File: src/hw/rtl/owrb_pkg.sv
// package for the offset window ring buffer
// widths, command codes, register map and controller/datapath structs
`default_nettype none

package owrb_pkg;

    localparam int OFFSET_W     = 32;
    localparam int CAP_W        = 13;
    localparam int SIZE_W       = 7;
    localparam int BYTE_W       = 8;
    localparam int APB_AW       = 2;
    localparam int APB_DW       = 32;

    localparam int DEPTH_DEF    = 4096;
    localparam int MAX_READ_DEF = 64;

    localparam logic [CAP_W-1:0] CAP_RESET = 13'd4096;

    // quotient bits resolved per cycle in the modulo unit
    localparam int MOD_STEPS    = 4;

    localparam logic [1:0] CMD_APPEND  = 2'd0;
    localparam logic [1:0] CMD_READ    = 2'd1;
    localparam logic [1:0] CMD_CONSUME = 2'd2;
    localparam logic [1:0] CMD_REWIND  = 2'd3;

    localparam logic [APB_AW-1:0] ADDR_CAP = 2'd0;

    typedef struct packed {
        logic load;
        logic emit_single;
        logic ok;
        logic append;
        logic consume;
        logic rewind;
        logic mod_go;
        logic mod_end;
        logic load_idx;
        logic set_end_idx;
        logic emit_byte;
    } t_dp_cmd;

    typedef struct packed {
        logic [1:0] cmd;
        logic       read_zero;
        logic       read_fail;
        logic       full;
        logic       mod_done;
        logic       last_byte;
        logic       cap_dirty;
    } t_dp_stat;

endpackage

`default_nettype wire

File: src/hw/rtl/owrb_ctrl.sv
// command sequencer for the offset window ring buffer
// drives owrb_dp through owrb_pkg::t_dp_cmd, reads t_dp_stat
`default_nettype none

module owrb_ctrl (
    input  wire logic               i_clk,
    input  wire logic               i_rst_n,
    input  wire logic               start,
    output logic                    busy,
    input  wire owrb_pkg::t_dp_stat i_stat,
    output owrb_pkg::t_dp_cmd       o_cmd
);
    import owrb_pkg::*;

    typedef enum logic [4:0] {
        S_IDLE  = 5'b00001,
        S_EXEC  = 5'b00010,
        S_RDMOD = 5'b00100,
        S_RDOUT = 5'b01000,
        S_REMAP = 5'b10000
    } t_state;

    t_state r_state;
    t_state n_state;

    always_comb begin
        n_state = r_state;
        o_cmd   = '0;
        unique case (r_state)
            S_IDLE: begin
                if (i_stat.cap_dirty) begin
                    o_cmd.mod_go  = 1'b1;
                    o_cmd.mod_end = 1'b1;
                    n_state       = S_REMAP;
                end else if (start) begin
                    o_cmd.load = 1'b1;
                    n_state    = S_EXEC;
                end
            end
            S_EXEC: begin
                n_state = S_IDLE;
                unique case (i_stat.cmd)
                    CMD_APPEND: begin
                        o_cmd.emit_single = 1'b1;
                        o_cmd.ok          = !i_stat.full;
                        o_cmd.append      = !i_stat.full;
                    end
                    CMD_READ: begin
                        priority if (i_stat.read_zero) begin
                            o_cmd.emit_single = 1'b1;
                            o_cmd.ok          = 1'b1;
                        end else if (i_stat.read_fail) begin
                            o_cmd.emit_single = 1'b1;
                            o_cmd.ok          = 1'b0;
                        end else begin
                            o_cmd.mod_go = 1'b1;
                            n_state      = S_RDMOD;
                        end
                    end
                    CMD_CONSUME: begin
                        o_cmd.emit_single = 1'b1;
                        o_cmd.ok          = 1'b1;
                        o_cmd.consume     = 1'b1;
                    end
                    CMD_REWIND: begin
                        o_cmd.emit_single = 1'b1;
                        o_cmd.ok          = 1'b1;
                        o_cmd.rewind      = 1'b1;
                    end
                    default: begin
                        n_state = S_IDLE;
                    end
                endcase
            end
            S_RDMOD: begin
                if (i_stat.mod_done) begin
                    o_cmd.load_idx = 1'b1;
                    n_state        = S_RDOUT;
                end
            end
            S_RDOUT: begin
                o_cmd.emit_byte = 1'b1;
                if (i_stat.last_byte) begin
                    n_state = S_IDLE;
                end
            end
            S_REMAP: begin
                if (i_stat.mod_done) begin
                    o_cmd.set_end_idx = 1'b1;
                    n_state           = S_IDLE;
                end
            end
            default: begin
                n_state = S_IDLE;
            end
        endcase
    end

    always_ff @(posedge i_clk) begin
        if (!i_rst_n) begin
            r_state <= S_IDLE;
        end else begin
            r_state <= n_state;
        end
    end

    assign busy = (r_state != S_IDLE) || i_stat.cap_dirty;

endmodule

`default_nettype wire

File: config.mk
export PLATFORM = sky130hd
export DESIGN_NAME = owrb_ctrl
export DESIGN_NICKNAME = d
export VERILOG_FILES = /design/src/hw/rtl/owrb_pkg.sv /design/src/hw/rtl/owrb_ctrl.sv
export SDC_FILE = /design/constraint.sdc
export NUM_CORES = 1
export LEC_CHECK = 0
export ABC_AREA = 1
export BUFFER_PORTS_ARGS = -buffer_cell sky130_fd_sc_hd__buf_4
export CAP_MARGIN = 5
export CORE_AREA = 8 8 45 47
export DETAILED_ROUTE_END_ITERATION = 7
export DIE_AREA = 0 0 53 55
export PLACE_DENSITY = 0.66
export SLEW_MARGIN = 15
export SYNTH_ARGS = -nofsm -noshare
export SYNTH_HDL_FRONTEND = slang
export SYNTH_SLANG_ARGS = --single-unit
File: constraint.sdc
create_clock -name i_clk -period 1.5 [get_ports i_clk]
set_input_delay 0.15 -clock i_clk [delete_from_list [all_inputs] [get_ports i_clk]]
set_output_delay 0.15 -clock i_clk [all_outputs]
set_load 0.005 [all_outputs]
==> results by group <==
Timing
  • Final period utilization: between 90 and 100%
  • Tightest Pin Transition: a little under 200 ps
  • Upper clock frequency limit: 708 MHz
  • Hold violation count in the final report: 0
  • Setup_tns: 0 ps
  • Fin crit period: between 1000 and 1500 ps
  • Worst-case clock skew: 5.21 ps
  • Unrepaired setup endpoints after global routing: no
  • Final setup violation count: 0
  • Relative max-transition margin: 86.8%
  • Max Slew Vio Count: 0

Logic synthesis
  • Library cells used by synthesis: 16
  • Area share of xor/xnor cells in the synthesized design: 0%
  • Number of cells produced by synthesis: between 70 and 80
  • Largest family of logic cells by synthesized area: simple AND/OR/NAND/NOR gates
  • Yosys warning total: 0
  • Post-synthesis compound-gate area fraction: around 6.1%
  • Basic-gate share of the synthesized area counting and, or, nand and nor cells: roughly 54%
  • Number of nets in the synthesized netlist: 86
  • Register area share after synthesis: a little under a quarter
  • Post-Synth Adder-Cell Area: 0%
  • Proportion of synthesized area in mux cells: 0%
  • Average footprint of a synthesized cell: 5.77 um2
  • Summed instance area of the synthesized netlist: about 430 um2
  • Post-synthesis sequential element count: 5

Place
  • Buffers on Ports: 22
  • HPWL after DPL: around 1100 um
  • Placer congestion estimate: 0.827
  • Placed Instances: ~110

Outcome
  • Status: complete, no violations

Detailed routing
  • DRC violation count after routing: 0
  • Initial DRT Pass Iterations: 4
  • Routed wirelength normalized by instance count: slightly above 10 um
  • DRC violation total after the first TritonRoute iteration: 11
  • Final routed wirelength across all metal layers: around 1200 um
  • Number of nets with antenna violations after routing: 0
  • Vias per inst: 4.63
  • Via count of the routed design: 542

Layout
  • Fraction of layout instances using a drive strength above 1: about two fifths
  • Cell Count, Final, Fillers Out: 117
  • Number of nets in the layout: ~110
  • Combined area of the multi-input logic cells: 274 um2
  • Reg with most FFs: r_state
  • Total area of sequential cells: 101 um2
  • Biggest registers after layout: r_state: 5 flops
  • Number of flip-flops in the largest register: 5
  • Area grow syn2layout: 52.0%
  • Count of inserted antenna diode cells: 0
  • Fillers: around 150

Power and ir drop
  • Leakage power: 0.363 nW
  • Total power divided by cell area: between 700 and 800 nW/um2
  • Worst ir drop on vdd: 0.432 mV

Die
  • Horizontal die dimension: between 50 and 60 um
  • Starting Density: 31.3%
  • Die height: approximately 55 um
  • Number of top-level pins: 23
  • Std-Cell Core Area: between 1000 and 1500 um2
  • Die Area: about 2900 um2
  • Number of placement rows: 14

Worst setup path
  • Maximum fanout along the worst path: 4
  • Reg2Reg Setup Slack: a little over 300 ps
  • Data arrival time of the critical path: about 1300 ps
  • End point of the critical path: o_cmd[5]
  • Endpoint of the worst-slack reg-to-reg timing path: r_state[2]
  • Worst Setup Start Kind: flop
  • Worst Setup Path Type: flop to output pin
  • Critical Path RT: 1350 ps
  • Kind of capture point of the worst setup path: output pin
  • Start point of the critical path: r_state[3]
  • R2R cell count: 7
  • Worst r2r src: r_state[3]

Hold path
  • Classification of the worst-slack hold path: input pin to flop

Clocking
  • Insertion delay to the later sink of the worst-skew pair: approximately 250 ps
  • Root Driver: sky130_fd_sc_hd__clkbuf_4
  • Clock transition time at the flip-flop clock pins of the worst setup and hold paths: 50 ps
  • TritonCTS buffer count: 3
  • TritonCTS clock tree: yes
  • Number of buffers on the longest clock path: 2
  • Sinks on Clock Net: 5
  • CTS H-Tree Depth: 1

Global route
  • Initial antenna violation count: 0
  • Total congestion overflow after global routing: 0
  • Total routing resource utilization after global routing: around 8.6%
  • Largest net degree at the start of global routing: 6
  • Via count of the first global-routing pass: roughly 510
  • Wire length of the first global-routing pass: 1880 um

Run
  • Number of max-cap violations: 0
==> Yosys cell counts, drive strengths merged <==
cell / count / area, um2
nand2: 16 / 65.1
o21ai: 1 / 5.00
dfxtp: 5 / 100
a21oi: 3 / 15.0
nor4: 1 / 12.5
nand3: 4 / 30.0
nor2: 20 / 95.1
a31oi: 1 / 6.26
inv: 17 / 63.8
buf: 1 / 7.51
nand4: 2 / 12.5
nor3: 4 / 20.0
==> per-layer routing <==
metal	wire length (um)	up-vias	track usage (%)
li1	-	279	-
met1	493	237	8.19
met2	554	24	15.6
met3	127	2	2.14
met4	20	0	6.47
met5	0	-	0
==> stage by stage <==
stage | setup WS (ps) | power [mW] | hold WS [ps] | area [um2] | utilization, %
floorplan | 450 | 0.280 | 271 | 433 | -
global placement | 306 | 0.347 | 385 | 611 | 44.1
detailed placement | 266 | 0.350 | 399 | 611 | 44.1
CTS | -2.64 | 0.514 | 140 | 637 | 46.0
global route | 11.7 | 0.563 | 155 | 658 | 47.6
finish | 88.5 | 0.525 | 152 | 658 | 47.6
==> report_power, final <==
group / leakage [nW] / total [mW] / internal (mW) / switching (mW)
clock network: 0.0150 / 0.158 / 0.101 / 0.0574
logic: 0.306 / 0.208 / 0.0941 / 0.114
registers: 0.0414 / 0.159 / 0.147 / 0.0118
total: 0.363 / 0.525 / 0.342 / 0.183
==> cells in the final DEF, fill, tap and decap left out <==
cell type | synthesis | final
sky130_fd_sc_hd__buf_4 | 1 | 23
sky130_fd_sc_hd__inv_1 | 17 | 15
sky130_fd_sc_hd__nand2_1 | 14 | 14
sky130_fd_sc_hd__nor2_1 | 14 | 13
sky130_fd_sc_hd__nor2_2 | 5 | 4
sky130_fd_sc_hd__nor3_1 | 4 | 4
sky130_fd_sc_hd__dfxtp_1 | 5 | 4
sky130_fd_sc_hd__nor2_4 | 1 | 3
sky130_fd_sc_hd__a21oi_1 | 3 | 3
sky130_fd_sc_hd__clkbuf_4 | 0 | 3
sky130_fd_sc_hd__nand3_2 | 2 | 2
sky130_fd_sc_hd__nand2_2 | 2 | 2
sky130_fd_sc_hd__inv_2 | 0 | 2
sky130_fd_sc_hd__nand3_1 | 2 | 2
sky130_fd_sc_hd__nand4_1 | 2 | 2
sky130_fd_sc_hd__a31oi_1 | 1 | 1
sky130_fd_sc_hd__nor4_2 | 1 | 1
sky130_fd_sc_hd__o21ai_1 | 1 | 1
sky130_fd_sc_hd__clkbuf_1 | 0 | 1
sky130_fd_sc_hd__dfxtp_2 | 0 | 1
==> worst max-delay path, cell delays in order (launching register included) <==
cell	delay (ps)
sky130_fd_sc_hd__dfxtp_1	350
sky130_fd_sc_hd__nor2_4	130
sky130_fd_sc_hd__nand2_2	70
sky130_fd_sc_hd__nor2_4	100
sky130_fd_sc_hd__inv_2	60
sky130_fd_sc_hd__nor3_1	150
sky130_fd_sc_hd__buf_4	140
==> cells by family after synthesis <==
family	count (synthesis)
AO/OA/AOI/OAI	5
AND/OR/NAND/NOR	47
flip-flops	5
buffers and inverters	18
==> cell type report <==
| class | count | share of cell area [%] |
|---|---|---|
| repair buffers | 23 | 26.2 |
| inverters | 17 | 9.70 |
| well taps | 16 | 3.04 |
| clock buffers | 4 | 3.99 |
| multi-input cells | 52 | 41.6 |
| flip-flops and latches | 5 | 15.4 |
==> timing repair <==
| item | CTS | global route |
|---|---|---|
| cloned | 0 | 0 |
| pin swaps | 1 | 1 |
| gates resized for setup | 0 | 6 |
| endpoints found under the setup margin | 1 | 7 |
| setup buffers | 0 | 1 |
| hold buffers | 0 | 0 |
==> worst min-delay path by stage <==
stage / cells after the start / endpoint / from / slack (ps)
2_1_floorplan: 2 / r_state[2] / i_rst_n / 270
3_3_place_gp: 3 / r_state[2] / i_rst_n / 380
3_5_place_dp: 3 / r_state[2] / i_rst_n / 400
4_1_cts: 3 / r_state[2] / i_rst_n / 140
5_1_grt: 3 / r_state[2] / i_rst_n / 160
6_report: 3 / r_state[2] / i_rst_n / 150
Note: power is estimated with default switching activity, not from simulation.
